**src/sv/mvt_pkg.sv**
```systemverilog
// Shared types and constants for the 4x4 matrix-vector transform.
package mvt_pkg;

  localparam int unsigned DIM        = 4;
  localparam int unsigned ELEM_W     = 32;
  localparam int unsigned WORD_W     = 64;
  localparam int unsigned PROD_W     = 2 * ELEM_W;
  localparam int unsigned SUM_W      = PROD_W + 2;
  localparam int unsigned NUM_WORDS  = 8;
  localparam int unsigned WORD_IDX_W = $clog2(NUM_WORDS);
  localparam int unsigned CFG_IDX_W  = WORD_IDX_W + 1;

  typedef logic signed [ELEM_W-1:0] elem_t;
  typedef elem_t [DIM-1:0]          vec_t;
  typedef logic signed [PROD_W-1:0] prod_t;
  typedef prod_t [DIM-1:0]          prod_vec_t;
  typedef logic signed [SUM_W-1:0]  sum_t;
  typedef sum_t [DIM-1:0]           sum_vec_t;
  typedef logic [WORD_W-1:0]        word_t;

  // Data handed from one cell to the next.
  typedef struct packed {
    logic      valid;
    vec_t      vec;
    prod_vec_t prod;
    sum_vec_t  sum;
  } stage_t;

  // Identity matrix, two Q16.16 elements per word, row-major.
  localparam word_t MATRIX_RESET [NUM_WORDS] = '{
    64'h0000_0000_0001_0000, 64'h0, 64'h0001_0000_0000_0000, 64'h0,
    64'h0, 64'h0000_0000_0001_0000, 64'h0, 64'h0001_0000_0000_0000
  };

endpackage

```
**src/sv/mvt_round.sv**
```systemverilog
// Final add, floor shift by the fraction width and 32-bit saturation; output register.
module mvt_round
  import mvt_pkg::*;
#(
  parameter int unsigned FRAC_BITS = 16
) (
  input  logic   clk,
  input  logic   rst_n,
  input  logic   en,
  input  stage_t stage_i,
  output logic   out_valid,
  output vec_t   out_vec,
  output logic   out_sat
);

  localparam elem_t POS_MAX = {1'b0, {(ELEM_W-1){1'b1}}};
  localparam elem_t NEG_MAX = {1'b1, {(ELEM_W-1){1'b0}}};

  logic              valid_r;
  vec_t              res_r;
  vec_t              res_nxt;
  logic              sat_r;
  logic              sat_nxt;
  sum_t              total   [DIM];
  sum_t              shifted [DIM];
  logic [DIM-1:0]    ovf;

  always_comb begin
    sat_nxt = 1'b0;
    for (int r = 0; r < DIM; r++) begin
      total[r]   = $signed(stage_i.sum[r]) + $signed(stage_i.prod[r]);
      shifted[r] = total[r] >>> FRAC_BITS;
      // fits in 32 bits when all upper bits match the sign bit
      ovf[r]     = !((&shifted[r][SUM_W-1:ELEM_W-1]) || !(|shifted[r][SUM_W-1:ELEM_W-1]));
      if (ovf[r]) begin
        res_nxt[r] = shifted[r][SUM_W-1] ? NEG_MAX : POS_MAX;
      end else begin
        res_nxt[r] = shifted[r][ELEM_W-1:0];
      end
      sat_nxt = sat_nxt | ovf[r];
    end
  end

  always_ff @(posedge clk) begin
    if (!rst_n) begin
      valid_r <= 1'b0;
    end else if (en) begin
      valid_r <= stage_i.valid;
    end
  end

  always_ff @(posedge clk) begin
    if (en) begin
      res_r <= res_nxt;
      sat_r <= sat_nxt;
    end
  end

  assign out_valid = valid_r;
  assign out_vec   = res_r;
  assign out_sat   = sat_r;

endmodule

```
**config.mk**
```make
export PLATFORM = sky130hd
export DESIGN_NAME = mvt_round
export DESIGN_NICKNAME = d
export VERILOG_FILES = /design/src/sv/mvt_pkg.sv /design/src/sv/mvt_round.sv
export SDC_FILE = /design/constraint.sdc
export NUM_CORES = 1
export LEC_CHECK = 0
export ABC_AREA = 1
export BUFFER_PORTS_ARGS = -buffer_cell sky130_fd_sc_hd__buf_2
export CORE_AREA = 8 8 294 296
export CTS_CLUSTER_SIZE = 40
export DETAILED_ROUTE_END_ITERATION = 8
export DIE_AREA = 0 0 302 304
export GPL_TIMING_DRIVEN = 1
export PLACE_DENSITY = 0.56
export SLEW_MARGIN = 20
export SYNTH_ARGS = -nofsm -noshare
export SYNTH_HDL_FRONTEND = slang
export SYNTH_SLANG_ARGS = --single-unit
```
**constraint.sdc**
```tcl
create_clock -name clk -period 2.5 [get_ports clk]
set_input_delay 0.125 -clock clk [delete_from_list [all_inputs] [get_ports clk]]
set_output_delay 0.125 -clock clk [all_outputs]
set_load 0.1 [all_outputs]
```
## After elaboration in Yosys (flattened, before gate mapping)

Index checks and enable logic that the tools add are counted.

| operators by class | value |
|---|---|
| multiplexer cells | 8 |
| bitwise gates (word level) | 3 |
| reductions and logical operators | 20 |
| $add $sub $neg | 4 |

Operators by type and width:

| kind | count |
|---|---|
| $add 66x64->66 | 4 |
| $mux 32 | 8 |
| $reduce_and 19->1 | 4 |
| $reduce_or 19->1 | 4 |
| $logic_not 1->1 | 8 |
| $logic_or 1x1->1 | 4 |
| $or 1x1->1 | 3 |

| storage, ports and cells | value |
|---|---|
| flip-flop bits (word level) | 130 |
| output and inout bits | 130 |
| bits of input ports | 652 |
| logic and storage cells | 41 |

## Depth between registers and ports, before layout

Gate-level depths: netlist of run 1.

| depth | value |
|---|---|
| depth in word-level cells | 8 |
| mapped depth | 24 |
| mapped depth without buffers | 23 |

## Worst setup path before layout of run 1

Ideal clock, no wire load.

| timing path | value |
|---|---|
| kind | in2reg |
| from | input port stage_i[100] in the netlist's numbering |
| to | register res_r (netlist bit out_vec[33]), data pin |
| data arrival time | 2040 ps |
| required time | 2247 ps |
| library setup time | 253 ps |
| setup slack | 207 ps |
| stages on the path | 20 |
| buffers on the path | 1 |
| path through | ha_1 -> nand2_2 -> inv_1 -> nand2_1 -> inv_1 -> nand2_1 -> nand3_1 -> nand2_1 -> nand2_1 -> a21oi_1 -> nand2_1 -> nand2_1 -> nand2_1 -> nor2_1 -> nand2_1 -> nor2_1 -> nand3_1 -> nand3b_2 -> buf_4 -> nand2_1 |

RTL lines:

| what | line | RTL |
|---|---|---|
| start: declaration | mvt_round.sv:10 | `input stage_t stage_i,` |
| end signal: assignment | mvt_round.sv:54 | `res_r <= res_nxt;` |
| end: declaration | mvt_round.sv:20 | `vec_t res_r;` |

==> impl_metrics.csv, run 1 <==
group,metric,value,unit
timing,fin_crit_sh,101,%
setup_path,path_delay_family,"simple AND/OR/NAND/NOR gates",
yosys,synth.net_count,6364,
final_layout,area_growth_syn_to_layout,54.6,%
global_routing,antenna_found_initial,6,
yosys,synth_warnings,0,
routing,drc,0,
place,post_dp_cell_area,39100,um^2
yosys,synth_ff_type,"edfxtp_1",
timing,hold_viol_final,0,
place,gp_congestion,1.06,
final_layout,drive_above_1_share,33.8,%
global_routing,grt_pass1_vias,36600,
global_routing,grt_pass1_wl,215,mm
die,rows,105,
clocking,cts_root_buf,"clkbuf_16",
hold_path,hold_class,"input pin to register",
final_layout,final_cell_mix,"nand2_1 (2,290), inv_1 (1,098), buf_4 (808), buf_2 (652), nor2_1 (272)",
clocking,htree_num_levels,4,
yosys,ys_seq_elements,130,
routing,drt_wl_total,150,mm
setup_path,crit-reg2reg-launch,"out_valid",
final_layout,fin_util,53.7,%
power_and_ir_drop,p_int,8.96,mW
place,place.detailed.hpwl,131,mm
place,dp.cells,7969,
timing,setup-tns-final,-0.165,ns
setup_path,cp-start-kind,"input pin",
power_and_ir_drop,p_sw,9.88,mW
setup_path,crit_required,2.75,ns
setup_path,worstPathArrival,2.78,ns
routing,ant_nets,0,
yosys,avgSynthCellArea,5.19,um^2
power_and_ir_drop,swShare,52.5,%
global_routing,grt_overflow,0,
yosys,netlist_area,28300,um^2
timing,drv_slew,0,
routing,drt_iter0_drc,2723,
setup_path,path_cells,"buf_2, ha_1, buf_4, a21oi_2, o21ai_0, nand2_1, nand2_1, inv_1, nand2_1, nand3b_1, nand2_1, nand2_1, nor2_2, nand2_1, nor2_4, nand3_4, nand3b_4, clkbuf_16, nand2_1",
setup_path,cp-end-kind,"register",
routing,vias,38600,
setup_path,path_common_cell,"nand2_1",
place,portBuffers,653,
yosys,synth-edff-count,129,
timing,worst_pin_slew,0.586,ns
outcome,violations,"negative setup slack",
timing,clock_skew,0,ns
power_and_ir_drop,power.leakage,25.0,nW
final_layout,final_common_cell,"nand2_1",
timing,whs,0.113,ns
die,die_w,302,um
yosys,synthesis.instances,5456,
yosys,async_flop_share,0,%
power_and_ir_drop,ir_drop,0.000572,V
die,core,81600,um^2
global_routing,grt_max_degree,52,
power_and_ir_drop,cellPowerDensity,430,nW/um^2
flow_run,drv_cap,0,
routing,wire_per_inst,18.7,um
clocking,cts_buffers,17,
outcome,status,"finished, violations left",
yosys,synthDistinctLibCells,43,
final_layout,fin_area,43800,um^2
place,post-place-ws,-0.819,ns
setup_path,crit_path_max_fanout,10,
final_layout,nNetsFinal,7850,
power_and_ir_drop,seqPwrFrac,16.0,%
global_routing,grtUsageTotal,30.5,%
clocking,clockBufferDepth,2,
die,start_util,34.7,%
clocking,clk_pin_slew_worst_paths,0.07,ns
routing,drtPass1Iterations,6,
setup_path,cpMaxStageDelayCell,"ha_1",
clocking,clock_latency,0.48,ns
setup_path,critPathMaxStageDelay,0.31,ns
die,die-height,304,um
final_layout,final_cells,8030,
routing,via_per_inst,4.80,
setup_path,path_buf_inv,4,
yosys,seq_area_frac_synth,13.8,%
timing,setup_viol,15,
timing,max_freq,0.395,GHz
hold_path,min_from,"en",
power_and_ir_drop,pwr-share-comb,69.0,%
setup_path,cp-startpoint,"stage_i[176]",
timing,layout_min_cycle_time,2.53,ns
timing,rsz0062_at_grt,"true",
setup_path,path_class,"input pin to register",
clocking,cts_tree,"yes",
clocking,cts.sinks,130,
timing,setup_slack,-0.0332,ns
die,die-area,91800,um^2
timing,maxSlewHeadroom,61.2,%
power_and_ir_drop,finalPower,18.8,mW
die,ioPinCount,782,
power_and_ir_drop,clockPowerShare,15.0,%
-- cells in the mapped netlist, types with 11 or more instances --
library cell,number,share of area [%]
buf_4,13,0.34
a21oi_1,236,4.2
nor4_1,11,0.24
o21bai_1,25,0.66
nand3_1,245,4.3
o21ai_0,58,1.0
inv_2,23,0.30
ha_1,256,11
nand4_1,24,0.53
nand2_1,2516,33
buf_6,11,0.44
nor2_2,27,0.60
nor3_1,38,0.67
and3_1,21,0.46
xor2_1,72,2.2
edfxtp_1,129,14
xnor2_1,56,1.7
nor2_1,472,6.3
a31oi_1,49,1.1
inv_1,1113,15
-- power by group through the flow --
stage | logic [mW] | registers (mW) | clock network (mW)
finish | 13.0 | 3.01 | 2.83
global route | 13.8 | 3.03 | 2.94
CTS | 11.7 | 3.01 | 2.87
detailed placement | 11.6 | 3.05 | 0
global placement | 11.6 | 3.05 | 0
floorplan | 4.44 | 5.41 | 0
-- worst paths after layout --
kind	endpoint	slack, ns	cells past startpoint
setup / recovery	out_vec[93]	-0.03	19
hold / removal	out_vec[79]	0.11	1
setup reg to reg	out_valid	1.24	3
hold reg to reg	out_valid	1.17	3
-- state kept, by name (all words and copies together), names as in the netlist --
name and count:
out_vec 128, out_sat 1, out_valid 1
-- kinds of logic (layout without fill, tap and decap cells) --
group / after synthesis / count (layout) / share of synthesized area, %
AO/OA/AOI/OAI: 380 / 380 / 7.22
XOR/XNOR: 130 / 130 / 4.07
adder cells (fa/ha/maj): 256 / 256 / 11.3
buffers and inverters: 1167 / 2666 / 16.0
flip-flops: 130 / 130 / 13.8
other: 0 / 5 / 0
AND/OR/NAND/NOR: 3393 / 3393 / 47.7
-- timing repair --
action	CTS	global route
pin swaps	1	91
setup endpoints to repair	52	125
hold buffers	2	0
endpoints found under the hold margin	1	0
cloned	0	9
resized for setup	41	884
setup buffers	1	12
-- final cells by class --
class / instances / area [um^2]
Antenna cell: 5 / 12.5
Clock buffer: 18 / 429
Clock inverter: 14 / 176
Fill cell: 8671 / 37800
Inverter: 1139 / 4280
Multi-Input combinational cell: 4159 / 23600
Sequential cell: 130 / 3890
Tap cell: 1070 / 1340
Timing Repair Buffer: 1495 / 10000
-- per-layer routing --
| layer | wire, um | GRT usage [%] | vias up |
|---|---|---|---|
| li1 | - | - | 19500 |
| met4 | 4670 | 8.60 | 2 |
| met3 | 10000 | 4.37 | 200 |
| met5 | 17 | 0 | - |
| met2 | 70200 | 52.2 | 1315 |
| met1 | 64800 | 39.4 | 17500 |
Note: power is estimated with default switching activity, not from simulation.
==> run 2: changes to the inputs <==
- PLACE_DENSITY: 0.56 -> 0.65
==> impl_metrics.csv, run 2 (same netlist as run 1, synthesis figures left out) <==
group,metric,value,unit
outcome,status,"complete, no violations",
flow_run,drv_cap,0,
power_and_ir_drop,swShare,52.5,%
hold_path,hold-path-cell-count,5,
clocking,clockBufferDepth,2,
final_layout,fillCellCount,8441,
setup_path,cp-start-kind,"input pin",
die,rows,105,
routing,wl_met1,60.8,mm
timing,max_freq,0.405,GHz
routing,drtPass1Iterations,6,
die,die-area,91800,um^2
routing,ant_nets,0,
die,ioPinCount,782,
global_routing,grt_pass1_vias,36900,
place,portBuffers,653,
final_layout,drive_above_1_share,33.3,%
clocking,clock_latency,0.48,ns
timing,layout_min_cycle_time,2.47,ns
hold_path,holdPathEnd,"out_vec[74]",
die,die_w,302,um
setup_path,crit-reg2reg-launch,"out_valid",
power_and_ir_drop,p_sw,9.79,mW
setup_path,path_common_cell,"nand2_1",
routing,via_per_inst,4.85,
timing,fin_crit_sh,98.8,%
clocking,cts_tree,"yes",
setup_path,cpMaxStageDelayCell,"ha_2",
setup_path,reg2reg_setup_slack,1.27,ns
final_layout,final_common_cell,"nand2_1",
routing,drt_iter0_drc,2858,
hold_path,min_from,"stage_i[418]",
setup_path,reg2reg_to,"out_valid",
power_and_ir_drop,pwr-share-comb,68.5,%
routing,drt_wl_total,145,mm
clocking,cts_buffers,17,
setup_path,cp-end-kind,"register",
setup_path,crit_required,2.75,ns
hold_path,hold_class,"input pin to register",
power_and_ir_drop,seqPwrFrac,16.2,%
final_layout,final_cell_mix,"nand2_1 (2,297), inv_1 (1,098), buf_4 (768), buf_2 (651), nor2_1 (282)",
timing,worst_pin_slew,0.602,ns
global_routing,grt_pass1_wl,209,mm
setup_path,worstPathArrival,2.71,ns
timing,setup-tns-final,0,ns
power_and_ir_drop,clockPowerShare,15.3,%
clocking,htree_num_levels,4,
final_layout,largest_reg_flops,128,
timing,setup_viol,0,
routing,drc,0,
setup_path,critPathMaxStageDelay,0.38,ns
place,place.detailed.hpwl,126,mm
power_and_ir_drop,p_int,8.86,mW
routing,top_layer,"met5",
global_routing,antenna_found_initial,3,
routing,wl_met3,10.1,mm
global_routing,grt_max_degree,54,
global_routing,grtUsageTotal,29.4,%
setup_path,path_cells,"buf_2, ha_2, nand2_1, nor2_2, inv_2, buf_4, nor3_1, nand2_1, nand2_1, nand2_1, nand3_1, nand2_1, nor2_1, nand3_1, nor2_1, nand2_2, nand3b_4, clkbuf_16, nand2_1",
clocking,clk_pin_slew_worst_paths,0.07,ns
timing,maxSlewHeadroom,60.2,%
routing,wire_per_inst,18.2,um
final_layout,area_growth_syn_to_layout,53.4,%
die,start_util,34.7,%
timing,setup_slack,0.0306,ns
setup_path,path_class,"input pin to register",
power_and_ir_drop,ir_drop,0.000514,V
die,die-height,304,um
routing,wl_met2,67.9,mm
clocking,cts.sinks,130,
power_and_ir_drop,cellPowerDensity,430,nW/um^2
timing,hold_viol_final,0,
place,post-place-ws,-0.707,ns
routing,vias,38700,
timing,drv_slew,0,
setup_path,worstRegToRegCells,3,
global_routing,grt_overflow,0,
final_layout,nNetsFinal,7805,
place,gp_congestion,1.06,
die,core,81600,um^2
power_and_ir_drop,power.leakage,24.8,nW
clocking,cts_root_buf,"clkbuf_16",
setup_path,crit_path_max_fanout,8,
timing,clock_skew,0,ns
==> run 2: changes by cell type in the layout (fill, tap and decap cells not counted), sizes merged <==
cell / previous run / this run
clkbuf: 26 / 23
buf: 1485 / 1442
clkinvlp: 2 / 1
diode: 5 / 1
clkinv: 7 / 8
dlygate4sd3: 2 / 3
==> run 2: how the worst max path moves through the flow <==
stage	start	end	cells past startpoint
5_1_grt	stage_i[516]	out_vec[118]	18
3_5_place_dp	stage_i[229]	out_vec[126]	19
6_report	stage_i[352]	out_vec[61]	19
4_1_cts	stage_i[487]	out_vec[126]	19
2_1_floorplan	stage_i[100]	out_vec[33]	20
3_3_place_gp	stage_i[229]	out_vec[125]	19
==> run 2: routing by layer <==
metal	vias to the layer above	global-route usage, %
met5	-	0
met4	2	10.7
met3	299	4.55
met2	1488	50.8
met1	17500	36.6
li1	19400	-
==> run 2: timing repair <==
action                                 4_1_cts  5_1_grt
cloned                                       0        6
setup buffers                                1       17
endpoints found under the hold margin       18        0
hold buffers                                 3        0
resized for setup                           41      861
pin swaps                                    2       90
setup endpoints to repair                  110      125
==> run 2: final cells by class <==
cell class,instances,area (um^2),area share (%)
multi-input cells,4159,23700,54.6
clock inverters,14,179,0.412
clock buffers,18,429,0.988
inverters,1139,4280,9.85
repair buffers,1450,9590,22.1
well taps,1070,1340,3.08
flip-flops and latches,130,3890,8.97
diodes,1,2.50,0.00576
==> run 2: power groups by stage <==
stage / clock [mW] / combinational (mW) / sequential [mW]
2_1_floorplan: 0 / 4.44 / 5.41
3_3_place_gp: 0 / 11.4 / 3.06
3_5_place_dp: 0 / 11.4 / 3.06
4_1_cts: 2.88 / 11.5 / 3.02
5_1_grt: 2.95 / 13.6 / 3.04
6_report: 2.85 / 12.8 / 3.02
==> run 2: worst max-delay path, delay by kind of cell <==
kind	cells	cell delay [ns]
adder cells (fa/ha/maj)	1	0.38
buffers and inverters	4	0.50
AND/OR/NAND/NOR	14	1.70
==> run 2: metrics by stage <==
step                hold slack, ns  total power [mW]  cells  instance area, um^2  utilization (%)
CTS                          0.242              17.4   7957                39500             48.4
detailed placement           0.368              14.4   7921                38700             47.4
finish                       0.240              18.7   7981                43400             53.2
floorplan                    0.218              9.84   5456                28300                -
global route                 0.252              19.6   7981                43400             53.2
global placement             0.361              14.4   7921                38700             47.4
